$ cat src/hdl/s2i_pkg.sv
// ----------------------------------------------------------------------------
// s2i_pkg
// Shared types, character codes and digit decoding for the string to integer
// parser.
// ----------------------------------------------------------------------------
package s2i_pkg;

    typedef enum logic [2:0] {
        PH_WS,
        PH_PREFIX,
        PH_ZERO,
        PH_DIGITS,
        PH_DONE
    } s2i_phase_t;

    typedef enum logic [1:0] {
        ERR_NONE,
        ERR_INVALID,
        ERR_RANGE
    } s2i_err_t;

    typedef struct packed {
        s2i_phase_t  phase;
        logic        is_negative;
        logic        sign_seen;
        logic        zero_pending;
        logic        digit_seen;
        logic [5:0]  base;
    } s2i_ctrl_t;

    localparam logic [7:0] CH_NUL     = 8'h00;
    localparam logic [7:0] CH_TAB     = 8'h09;
    localparam logic [7:0] CH_CR      = 8'h0D;
    localparam logic [7:0] CH_SPACE   = 8'h20;
    localparam logic [7:0] CH_PLUS    = 8'h2B;
    localparam logic [7:0] CH_MINUS   = 8'h2D;
    localparam logic [7:0] CH_ZERO    = 8'h30;
    localparam logic [7:0] CH_NINE    = 8'h39;
    localparam logic [7:0] CH_UPPER_A = 8'h41;
    localparam logic [7:0] CH_UPPER_Z = 8'h5A;
    localparam logic [7:0] CH_LOWER_A = 8'h61;
    localparam logic [7:0] CH_LOWER_X = 8'h78;
    localparam logic [7:0] CH_LOWER_Z = 8'h7A;

    localparam logic [5:0] BASE_AUTO  = 6'd0;
    localparam logic [5:0] BASE_UNARY = 6'd1;
    localparam logic [5:0] BASE_MIN   = 6'd2;
    localparam logic [5:0] BASE_OCT   = 6'd8;
    localparam logic [5:0] BASE_DEC   = 6'd10;
    localparam logic [5:0] BASE_HEX   = 6'd16;
    localparam logic [5:0] BASE_MAX   = 6'd36;
    localparam logic [5:0] DIGIT_NONE = 6'd63;
    localparam logic [5:0] LETTER_OFS = 6'd10;

    localparam s2i_ctrl_t CTRL_CLEAR = '{
        phase:        PH_WS,
        is_negative:  1'b0,
        sign_seen:    1'b0,
        zero_pending: 1'b0,
        digit_seen:   1'b0,
        base:         BASE_DEC
    };

    function automatic logic [5:0] digit_of(input logic [7:0] c);
        logic [5:0] d;
        d = DIGIT_NONE;
        if (c inside {[CH_ZERO:CH_NINE]})
            d = 6'(c - CH_ZERO);
        else if (c inside {[CH_UPPER_A:CH_UPPER_Z]})
            d = 6'(c - CH_UPPER_A) + LETTER_OFS;
        else if (c inside {[CH_LOWER_A:CH_LOWER_Z]})
            d = 6'(c - CH_LOWER_A) + LETTER_OFS;
        return d;
    endfunction

    function automatic logic is_space(input logic [7:0] c);
        return (c == CH_SPACE) || (c inside {[CH_TAB:CH_CR]});
    endfunction

endpackage

$ cat src/hdl/string_to_integer_parser_unit.sv
// ----------------------------------------------------------------------------
// string_to_integer_parser_unit
// Parses a character stream into a signed integer, one character per item,
// with whitespace, sign, base prefix, saturation and error reporting.
// Characters are registered in in_ch_reg, results in the m_axis output registers.
// Throughput: one character per cycle while no result waits on m_axis_tready;
// the base multiply, add and limit compare of the state update are combinational.
// Reset: clears the parse state to a base 10 string starting at reset, radix 10.
// ----------------------------------------------------------------------------
module string_to_integer_parser_unit
    import s2i_pkg::*;
#(
    parameter int VALUE_BITS = 32,
    parameter int POS_BITS   = 16
)
(
    input  logic                                            clk,
    input  logic                                            rst_n,
    input  logic                                            cfg_valid,
    output logic                                            cfg_ready,
    input  logic [5:0]                                      cfg_data,      // radix
    input  logic                                            s_axis_tvalid,
    output logic                                            s_axis_tready,
    input  logic [7:0]                                      s_axis_tdata,  // ch
    input  logic                                            s_axis_tuser,  // start_req
    output logic                                            m_axis_tvalid,
    input  logic                                            m_axis_tready,
    // value, end_offset, error_code, zero fill
    output logic [((VALUE_BITS+POS_BITS+2+7)/8)*8-1:0]      m_axis_tdata
);

    localparam int TDATA_W = ((VALUE_BITS + POS_BITS + 2 + 7) / 8) * 8;

    logic [5:0]            radix_reg;
    logic                  in_valid_reg;
    logic [7:0]            in_ch_reg;
    logic                  in_start_reg;
    s2i_ctrl_t             ctrl_reg;
    logic [VALUE_BITS-1:0] acc_reg;
    logic [POS_BITS-1:0]   pos_reg;
    logic [POS_BITS-1:0]   sign_off_reg;
    logic                  out_valid_reg;
    logic [VALUE_BITS-1:0] out_value_reg;
    logic [POS_BITS-1:0]   out_off_reg;
    s2i_err_t              out_err_reg;

    s2i_ctrl_t             ctrl_next;
    logic [VALUE_BITS-1:0] acc_next;
    logic [POS_BITS-1:0]   pos_next;
    logic [POS_BITS-1:0]   sign_off_next;
    logic                  emit;
    logic [VALUE_BITS-1:0] res_value;
    logic [POS_BITS-1:0]   res_off;
    s2i_err_t              res_err;
    logic                  adv;
    logic                  out_valid_next;

    s2i_step #(
        .VALUE_BITS (VALUE_BITS),
        .POS_BITS   (POS_BITS)
    ) u_step (
        .ch               (in_ch_reg),
        .start_req        (in_start_reg),
        .radix            (radix_reg),
        .ctrl             (ctrl_reg),
        .acc              (acc_reg),
        .position         (pos_reg),
        .sign_offset      (sign_off_reg),
        .ctrl_next        (ctrl_next),
        .acc_next         (acc_next),
        .position_next    (pos_next),
        .sign_offset_next (sign_off_next),
        .emit             (emit),
        .value            (res_value),
        .end_offset       (res_off),
        .error_code       (res_err)
    );

    assign cfg_ready      = 1'b1;
    assign adv            = in_valid_reg && (!out_valid_reg || m_axis_tready);
    assign s_axis_tready  = !in_valid_reg || adv;
    assign m_axis_tvalid  = out_valid_reg;
    assign m_axis_tdata   = TDATA_W'({out_err_reg, out_off_reg, out_value_reg});
    assign out_valid_next = (adv && emit) || (out_valid_reg && !m_axis_tready);

    always_ff @(posedge clk or negedge rst_n)
    begin
        if (!rst_n)
        begin
            radix_reg     <= BASE_DEC;
            in_valid_reg  <= 1'b0;
            in_start_reg  <= 1'b0;
            ctrl_reg      <= CTRL_CLEAR;
            acc_reg       <= '0;
            pos_reg       <= '0;
            sign_off_reg  <= '0;
            out_valid_reg <= 1'b0;
        end
        else
        begin
            if (cfg_valid && cfg_ready)
                radix_reg <= cfg_data;
            if (s_axis_tready)
            begin
                in_valid_reg <= s_axis_tvalid;
                in_start_reg <= s_axis_tuser;
            end
            if (adv)
            begin
                ctrl_reg     <= ctrl_next;
                acc_reg      <= acc_next;
                pos_reg      <= pos_next;
                sign_off_reg <= sign_off_next;
            end
            out_valid_reg <= out_valid_next;
        end
    end

    always_ff @(posedge clk)
    begin
        if (s_axis_tready)
            in_ch_reg <= s_axis_tdata;
        if (adv && emit)
        begin
            out_value_reg <= res_value;
            out_off_reg   <= res_off;
            out_err_reg   <= res_err;
        end
    end

    a_emit_done: assert property (@(posedge clk) disable iff (!rst_n)
        adv && emit |=> ctrl_reg.phase == PH_DONE)
        else $error("parser did not stop after a result");

    a_done_silent: assert property (@(posedge clk) disable iff (!rst_n)
        adv && !in_start_reg && ctrl_reg.phase == PH_DONE |-> !emit)
        else $error("result after stop without a new string");

    a_range_sat: assert property (@(posedge clk) disable iff (!rst_n)
        out_valid_reg && out_err_reg == ERR_RANGE |->
            out_value_reg == {1'b0, {(VALUE_BITS-1){1'b1}}} ||
            out_value_reg == {1'b1, {(VALUE_BITS-1){1'b0}}})
        else $error("out of range result not saturated");

endmodule

$ cat src/hdl/s2i_step.sv
// ----------------------------------------------------------------------------
// s2i_step
// Next-state and result logic for one character: phase control, prefix
// handling, digit accumulation with exact overflow check.
// ----------------------------------------------------------------------------
module s2i_step
    import s2i_pkg::*;
#(
    parameter int VALUE_BITS = 32,
    parameter int POS_BITS   = 16
)
(
    input  logic [7:0]            ch,
    input  logic                  start_req,
    input  logic [5:0]            radix,
    input  s2i_ctrl_t             ctrl,
    input  logic [VALUE_BITS-1:0] acc,
    input  logic [POS_BITS-1:0]   position,
    input  logic [POS_BITS-1:0]   sign_offset,
    output s2i_ctrl_t             ctrl_next,
    output logic [VALUE_BITS-1:0] acc_next,
    output logic [POS_BITS-1:0]   position_next,
    output logic [POS_BITS-1:0]   sign_offset_next,
    output logic                  emit,
    output logic [VALUE_BITS-1:0] value,
    output logic [POS_BITS-1:0]   end_offset,
    output s2i_err_t              error_code
);

    localparam int PROD_BITS = VALUE_BITS + 6;

    s2i_ctrl_t             cur;
    logic [VALUE_BITS-1:0] acc_cur;
    logic [POS_BITS-1:0]   pos;
    logic [POS_BITS-1:0]   sign_off_cur;
    logic                  bad_radix;
    logic                  drop;
    logic                  prefix_zero;
    logic                  take_digit;
    logic [5:0]            dig_base;
    logic                  dig_ds;
    logic                  pre_zero;
    logic                  set_hex;
    logic                  set_oct;
    logic                  set_sign;
    logic [5:0]            base_eff;
    logic [5:0]            d;
    logic [PROD_BITS-1:0]  prod;
    logic [PROD_BITS-1:0]  sum;
    logic [PROD_BITS-1:0]  lim;
    logic                  is_nul;
    logic                  fin;
    logic                  rng;
    logic                  accum;
    s2i_phase_t            phase_next;

    always_comb
    begin
        cur          = ctrl;
        acc_cur      = acc;
        pos          = position;
        sign_off_cur = sign_offset;
        if (start_req)
        begin
            cur          = CTRL_CLEAR;
            cur.base     = radix;
            acc_cur      = '0;
            pos          = '0;
            sign_off_cur = '0;
        end
        bad_radix   = start_req && ((radix == BASE_UNARY) || (radix > BASE_MAX));
        drop        = !start_req && (ctrl.phase == PH_DONE);
        prefix_zero = ((cur.base == BASE_AUTO) || (cur.base == BASE_HEX)) && (ch == CH_ZERO);

        take_digit = 1'b0;
        dig_base   = cur.base;
        dig_ds     = cur.digit_seen;
        pre_zero   = 1'b0;
        set_hex    = 1'b0;
        set_oct    = 1'b0;
        set_sign   = 1'b0;
        case (cur.phase)
            PH_WS, PH_PREFIX:
            begin
                if (cur.phase == PH_WS && is_space(ch))
                    take_digit = 1'b0;
                else if (cur.phase == PH_WS && (ch == CH_MINUS || ch == CH_PLUS))
                    set_sign = 1'b1;
                else if (prefix_zero)
                    pre_zero = 1'b1;
                else
                begin
                    take_digit = 1'b1;
                    if (cur.base == BASE_AUTO)
                        dig_base = BASE_DEC;
                end
            end
            PH_ZERO:
            begin
                if (ch == CH_LOWER_X)
                    set_hex = 1'b1;
                else if (cur.base == BASE_AUTO && ch == CH_ZERO)
                    set_oct = 1'b1;
                else
                begin
                    take_digit = 1'b1;
                    dig_ds     = 1'b1;
                    if (cur.base == BASE_AUTO)
                        dig_base = BASE_DEC;
                end
            end
            PH_DIGITS:
                take_digit = 1'b1;
            default:
                take_digit = 1'b0;
        endcase
    end

    always_comb
    begin
        base_eff = ((dig_base < BASE_MIN) || (dig_base > BASE_MAX)) ? BASE_DEC : dig_base;
        d        = digit_of(ch);
        prod     = PROD_BITS'(acc_cur) * PROD_BITS'(base_eff);
        sum      = prod + PROD_BITS'(d);
        lim      = PROD_BITS'({1'b0, {(VALUE_BITS-1){1'b1}}}) + PROD_BITS'(cur.is_negative);
        is_nul   = (ch == CH_NUL);
        fin      = take_digit && (is_nul || (d >= base_eff));
        rng      = take_digit && !fin && (sum > lim);
        accum    = take_digit && !fin && !rng;
    end

    always_comb
    begin
        if (drop)
            phase_next = ctrl.phase;
        else if (bad_radix || fin || rng)
            phase_next = PH_DONE;
        else if (pre_zero)
            phase_next = PH_ZERO;
        else if (set_sign)
            phase_next = PH_PREFIX;
        else if (take_digit || set_hex || set_oct)
            phase_next = PH_DIGITS;
        else
            phase_next = cur.phase;
    end

    always_comb
    begin
        ctrl_next        = ctrl;
        acc_next         = acc;
        position_next    = position;
        sign_offset_next = sign_offset;
        emit             = 1'b0;
        value            = '0;
        end_offset       = pos;
        error_code       = ERR_NONE;
        if (!drop)
        begin
            ctrl_next             = cur;
            ctrl_next.phase       = phase_next;
            ctrl_next.is_negative = set_sign ? (ch == CH_MINUS) : cur.is_negative;
            ctrl_next.sign_seen   = cur.sign_seen || set_sign;
            ctrl_next.zero_pending = pre_zero ? 1'b1 :
                                     ((cur.phase == PH_ZERO) ? 1'b0 : cur.zero_pending);
            ctrl_next.digit_seen  = take_digit ? (dig_ds || accum) : cur.digit_seen;
            if (set_hex)
                ctrl_next.base = BASE_HEX;
            else if (set_oct)
                ctrl_next.base = BASE_OCT;
            else if (take_digit)
                ctrl_next.base = base_eff;
            acc_next         = accum ? sum[VALUE_BITS-1:0] : acc_cur;
            position_next    = pos + POS_BITS'(1);
            sign_offset_next = set_sign ? pos : sign_off_cur;

            if (bad_radix)
            begin
                ctrl_next       = CTRL_CLEAR;
                ctrl_next.phase = PH_DONE;
                acc_next        = '0;
                position_next   = '0;
                emit            = 1'b1;
                end_offset      = '0;
                error_code      = ERR_INVALID;
            end
            else if (fin)
            begin
                emit = 1'b1;
                if (dig_ds)
                    value = cur.is_negative ? (-acc_cur) : acc_cur;
                else if (!is_nul)
                    error_code = ERR_INVALID;
                else if (cur.sign_seen)
                begin
                    error_code = ERR_INVALID;
                    end_offset = sign_off_cur;
                end
            end
            else if (rng)
            begin
                emit       = 1'b1;
                value      = lim[VALUE_BITS-1:0];
                error_code = ERR_RANGE;
            end
        end
    end

endmodule
$ cat config.mk
export PLATFORM = sky130hd
export DESIGN_NAME = string_to_integer_parser_unit
export DESIGN_NICKNAME = d
export VERILOG_FILES = /design/src/hdl/s2i_pkg.sv /design/src/hdl/string_to_integer_parser_unit.sv /design/src/hdl/s2i_step.sv
export SDC_FILE = /design/constraint.sdc
export NUM_CORES = 1
export LEC_CHECK = 0
export ABC_CLOCK_PERIOD_IN_PS = 27900
export BUFFER_PORTS_ARGS = -buffer_cell sky130_fd_sc_hd__buf_2
export CAP_MARGIN = 10
export CORE_MARGIN = 5
export CORE_UTILIZATION = 41
export DETAILED_ROUTE_END_ITERATION = 8
export MAX_ROUTING_LAYER = met4
export PLACE_DENSITY = 0.62
export SLEW_MARGIN = 20
export SYNTH_ARGS = -nofsm -noshare
export SYNTH_HDL_FRONTEND = slang
export SYNTH_SLANG_ARGS = --single-unit
$ cat constraint.sdc
create_clock -name clk -period 27.9 [get_ports clk]
set_input_delay 1.395 -clock clk [delete_from_list [all_inputs] [get_ports clk]]
set_output_delay 1.395 -clock clk [all_outputs]
set_load 0.02 [all_outputs]
==> results of run 1 <==
==> worst register-to-register path: cells and delay by family (launching register included) <==
| family | cells | cell delay [ps] |
|---|---|---|
| XOR/XNOR | 1 | 360 |
| AO/OA/AOI/OAI | 10 | 2680 |
| buffers and inverters | 3 | 1840 |
| AND/OR/NAND/NOR | 10 | 3320 |
| adder cells (fa/ha/maj) | 6 | 2520 |
| flip-flops | 1 | 350 |
| multiplexers | 1 | 470 |
==> per-stage QoR <==
stage	cells	worst slack [ps]
2_1_floorplan	1785	18530
3_3_place_gp	2274	16290
3_5_place_dp	2274	16080
4_1_cts	2306	16030
5_1_grt	2306	15160
6_report	2306	15920
==> path summary, 6_finish.rpt <==
| check | cells after the start | slack (ps) | endpoint | from |
|---|---|---|---|---|
| worst max-delay path | 31 | 15920 | out_off_reg[6] | in_start_reg |
| worst min-delay path | 2 | 500 | ctrl_reg[2] | ctrl_reg[2] |
| worst max register to register | 31 | 15920 | out_off_reg[6] | in_start_reg |
| worst min register to register | 2 | 500 | ctrl_reg[2] | ctrl_reg[2] |
| max in group asynchronous | 2 | 25900 | acc_reg[14] | rst_n |
| min in group asynchronous | 1 | 890 | sign_off_reg[6] | rst_n |
==> power breakdown <==
| part | internal, mW | switching [mW] |
|---|---|---|
| Combinational | 0.137 | 0.343 |
| Clock | 0.131 | 0.0886 |
| Sequential | 0.270 | 0.0314 |
| Total | 0.538 | 0.463 |
==> final cells by class <==
class | instances | area [µm²] | area share [%]
well taps | 511 | 639.4 | 3.840
clock inverters | 12 | 122.6 | 0.7363
inverters | 107 | 401.6 | 2.412
flip-flops and latches | 143 | 3875 | 23.27
clock buffers | 20 | 436.7 | 2.622
multi-input cells | 1427 | 10710 | 64.29
repair buffers | 86 | 470.5 | 2.825
==> cell usage after synthesis, drive strengths merged (23+ instances only) <==
| master | count | area share (%) |
|---|---|---|
| a21oi | 88 | 2.9 |
| inv | 106 | 2.6 |
| buf | 32 | 1.3 |
| fa | 124 | 16 |
| ha | 132 | 11 |
| xnor2 | 25 | 1.4 |
| xor2 | 32 | 1.8 |
| o211ai | 23 | 1.1 |
| o21ai | 155 | 5.3 |
| clkbuf | 76 | 1.9 |
| nand2 | 238 | 5.8 |
| nand3 | 43 | 1.4 |
| nand4 | 41 | 1.7 |
| edfxtp | 58 | 11 |
| dfrtp | 81 | 13 |
| nor2 | 208 | 5.1 |
==> routing by layer <==
metal	routed length, µm	part of all wire [%]	vias to the layer above
met3	2672	6.0	66
met2	20590	46	425
met4	1060	2.4	0
met1	20330	46	6533
li1	-	-	6263
met5	0	0	-
==> cells by family (layout without fill, tap and decap cells) <==
family	count (synthesis)	in the layout	share of synthesized area (%)
AND/OR/NAND/NOR	645	645	18.95
AO/OA/AOI/OAI	442	442	18.72
adder cells (fa/ha/maj)	256	256	26.80
buffers and inverters	215	225	5.735
flip-flops	143	143	25.12
XOR/XNOR	57	57	3.237
multiplexers	20	20	1.395
other	2	7	0.04869
==> results.md, run 1 <==
* Mapped cell area at roughly 15000 µm²
* Global route overflow at 0
* Initial antenna violation count at 0
* Setup tns final at 0 ps
* HP Class: reg2reg
* CP startpoint kind: flop
* DRT Wirelength at ~45000 µm
* Total CTS buffers at 17
* DRC viols at 0
* CTS resizes at 0
* Filler cells at 3644
* DP Wirelength at around 34000 µm
* CP Class: reg2reg
* Syn_area_per_cell at approximately 8.7 µm²
* CP top delay family: simple AND/OR/NAND/NOR gates
* Register area share after synthesis at 25.12%
* YS warnings at 0
* RSZ-0062 raised after global routing: no
* Final clock skew at between 8 and 9 ps
* # clock sinks at roughly 140
* Crit-path slowest cell: inv_1
* Die X-Extent at roughly 200 µm
* Worst hold slack at around 500 ps
* Setup-failing EPs final at 0
* Largest net degree at the start of global routing at between 60 and 70
* Dpl cell area at 16090 µm²
* Worst slew pin tran at 1118 ps
* Relative slew slack at 25.41%
* Max_cap viols at 0
* Die height at 204.0 µm
* Most common cell after layout, fill and taps aside: nand2_1
* Power Density at 60.08 nW/µm²
* Clock transition at the registers of the reported paths at ~60 ps
* Met1 usage at between 30% and 40%
* Yosys reg bits at roughly 140
* First-pass GRT wire length at roughly 72000 µm
* Worst IR drop on VDD at between 0.03 and 0.04 mV
* Core Region at 37400 µm²
* Share of cells above drive strength 1 at a little under a tenth
* # diodes at 0
* Via Count at 13290
* Worst setup EP type: flop
* Area Overhead vs Synth at 7.966%
* Vias in the first global route at approximately 13000
* Post-synth ARST share at about three fifths
* Bufs and invs on worst path at 3
* IO Pins at 79
* Met3 Use GR at 2.539%
* CTS Root Cell: clkbuf_16
* CTS tree: done
* Final net count at roughly 2000
* Placer Congestion at about 0.96
* Top FF cell, synth: dfrtp_1
* Vias per cell at 5.762
* Hold Fails Final Rpt at 0
* Slowest stage delay, CP at around 760 ps
* Hold buffer count at cts at 0
* Yosys cell types at 81
* Post-synth EDFFs at 58
* Crit-path max FO at 65
* H-tree levels at 4
* Worst-Skew Late Latency at about 430 ps
* Commonest cells after routing, fill and taps aside: nand2_1 (238), nor2_1 (205), ha_1 (132)
* Drt wl/cell at 19.36 µm
* Post-Syn Instances at approximately 1800
* Post-CTS setup buffers at 0
* Initial DRC count at between 1000 and 1500
* FP Rows at 71
* Fin crit share at 42.92%
* PortBufs at 71
* GR peak layer: met2
* Final min period at approximately 12000 ps
* Crit path DAT at ~12000 ps
* Leak at around 7.7 nW
* Final instance area at roughly 17000 µm²
* Crit path top cell by count: o21ai_0
* Final Power at roughly 1 mW
* Initial core utilization at between 40 and 50%
* Util after Layout at 44.53%
* Required time of the critical path at 27920 ps
* Post-route ant nets at 0
* Die footprint at approximately 42000 µm²
* Met2 Use GR at between 30% and 40%
* CTS Buffer Depth at 2
* Status: finished clean
* Total GRT Usage at ~22%
* Fin. max-slew vios at 0
* DR pass1 iterations at 5
* FMAX at ~84 MHz
No activity file was read; power rests on OpenSTA's default activity.
==> run 2: changes to the inputs <==
Settings changed: ABC_CLOCK_PERIOD_IN_PS 27900 to 11750.
Clock period 27.9 ns to 11.75 ns, I/O delays scaled along.
==> run 2 against run 1 <==
Global-route usage down 0.54 points. Hold slack worse by 420 ps. First-iteration DRC count down 3.9%. Non-clock buffer count up 9. Die area unchanged. Register-to-register slack worse by 15000 ps. Sequential power up 140%. Critical endpoint is now out_value_reg[5]. Largest power group unchanged. Highest routed layer unchanged.
==> results.md, run 2 (synthesized netlist as in run 1, its figures left out) <==
* FP Rows at 71 (unchanged)
* CTS Root Cell: clkbuf_16
* DRT Wirelength at 43600 µm (-2.4%)
* RSZ-0062 raised after global routing: no
* Hold Fails Final Rpt at 0 (unchanged)
* # diodes at 0 (unchanged)
* Reg2reg setup slack at 780 ps (-15140 ps)
* Crit path DAT at 10990 ps (-1010 ps)
* Post-route ant nets at 0 (unchanged)
* Filler cells at 3587 (-1.6%)
* Die footprint at 41600 µm² (unchanged)
* Vias in the first global route at 13450 (+2.9%)
* Total GRT Usage at 21.61% (-0.54 points)
* DRC viols at 0 (unchanged)
* Die X-Extent at 204.0 µm (unchanged)
* Initial core utilization at 41.24% (unchanged)
* Slowest stage delay, CP at 640 ps (-120 ps)
* Met2 Use GR at 34.73% (+0.77 points)
* Setup-failing EPs final at 0 (unchanged)
* HP Class: in2async
* PortBufs at 71 (unchanged)
* Worst setup EP type: flop
* Crit path top cell by count: inv_1
* Max_cap viols at 0 (unchanged)
* DP Wirelength at 33920 µm (-1.3%)
* Drt wl/cell at 18.83 µm (-2.7%)
* H-tree levels at 4 (unchanged)
* CTS Buffer Depth at 2 (unchanged)
* Final net count at 2067 (+0.44%)
* Worst r2r path cells at 37 (+19%)
* Area Overhead vs Synth at 8.510%
* Fin. max-slew vios at 0 (unchanged)
* Via Count at 13530 (+1.8%)
* Global route overflow at 0 (unchanged)
* Final clock skew at 13.01 ps (+4.872 ps)
* Initial antenna violation count at 0 (unchanged)
* FMAX at 91.16 MHz (+9.2%)
* Met1 usage at 29.27% (-1.9 points)
* Worst IR drop on VDD at 0.08113 mV (+110%)
* Post-CTS setup buffers at 0 (unchanged)
* Vias per cell at 5.844 (+1.4%)
* Initial DRC count at 1181 (-3.9%)
* IO Pins at 79 (unchanged)
* CP Class: reg2reg
* Met3 Use GR at 2.412% (-0.13 points)
* Core Region at 37400 µm² (unchanged)
* Die height at 204.0 µm (unchanged)
* Worst slew pin tran at 1097 ps (-20.23 ps)
* Largest net degree at the start of global routing at 58 (-12%)
* Worst hold slack at 80.15 ps (-417.7 ps)
* Final min period at 10970 ps (-1007 ps)
* Crit-path slowest cell: dfrtp_2
* First-pass GRT wire length at 71350 µm (-1.5%)
* Relative slew slack at 26.39% (+0.98 points)
* Commonest cells after routing, fill and taps aside: nand2_1 (238), nor2_1 (204), ha_1 (132)
* CTS tree: done
* Setup tns final at 0 ps (unchanged)
* Power Density at 143.8 nW/µm² (+140%)
* Clock transition at the registers of the reported paths at 70 ps (about the same)
* Placer Congestion at 0.9532 (-0.27%)
* Leak at 7.709 nW (+0.69%)
* CP startpoint kind: flop
* Util after Layout at 44.75% (+0.22 points)
* Fin crit share at 93.36% (+50 points)
* DR pass1 iterations at 5 (unchanged)
* Final Non-Filler Cells at 2315 (+0.39%)
* Status: finished clean
* Worst-Skew Late Latency at 430 ps (about the same)
* Placed cells at 2283 (+0.40%)
* Required time of the critical path at 11770 ps (-16150 ps)
* GR peak layer: met2
* Crit-path max FO at 50 (-23%)
* Total CTS buffers at 17 (unchanged)
* # clock sinks at 143 (unchanged)
* Most common cell after layout, fill and taps aside: nand2_1
* Share of cells above drive strength 1 at 10.25% (+0.73 points)
[run 2: path summary, 6_finish.rpt]
check,from,endpoint
min in group clk,s_axis_tdata[3],in_ch_reg[3]
worst max register to register,in_start_reg,out_value_reg[5]
worst max-delay path,in_start_reg,out_value_reg[5]
max in group asynchronous,rst_n,acc_reg[4]
worst min-delay path,rst_n,sign_off_reg[6]
worst min register to register,ctrl_reg[6],ctrl_reg[6]
[run 2: layout make-up]
class | count | area [µm²] | share of cell area (%)
timing repair buffer | 95 | 538.0 | 3.215
multi-input combinational | 1427 | 10710 | 63.98
tap | 511 | 639.4 | 3.820
clock buffer | 17 | 425.4 | 2.542
clock inverter | 15 | 148.9 | 0.8897
sequential | 143 | 3875 | 23.15
inverter | 107 | 401.6 | 2.400
[run 2: per-layer routing]
layer / wire length (µm) / vias up
li1: - / 6283
met1: 19300 / 6693
met2: 20620 / 473
met3: 2666 / 79
met4: 1003 / 0
met5: 0 / -
[run 2: critical path, delay by kind of cell, from the launching register on]
| kind | cells | cell delay [ps] |
|---|---|---|
| compound gates | 14 | 3160 |
| xor+xnor | 1 | 310 |
| fa+ha+maj | 6 | 2770 |
| buf+inv | 8 | 1560 |
| flops | 1 | 640 |
| simple gates | 8 | 2050 |
[run 2: per-stage QoR]
stage / worst slack (ps) / instance area, µm² / power [mW]
after global routing: 92.45 / 16740 / 2.562
after detailed placement: 925.8 / 16150 / 1.866
after CTS: 812.9 / 16730 / 2.403
final: 780.7 / 16740 / 2.407
after floorplan: 2377 / 15440 / 1.501
after global placement: 1228 / 16150 / 1.848
[run 2: repair_timing]
item / in CTS / in global routing
resized for setup: 0 / 1
hold buffers: 0 / 0
endpoints found under the setup margin: 0 / 50
[run 2: report_power, final]
| group | leakage (nW) | total [mW] | internal (mW) | switching [mW] |
|---|---|---|---|---|
| clock | 0.278 | 0.530 | 0.298 | 0.232 |
| combinational | 5.72 | 1.15 | 0.340 | 0.813 |
| sequential | 1.71 | 0.724 | 0.642 | 0.0820 |
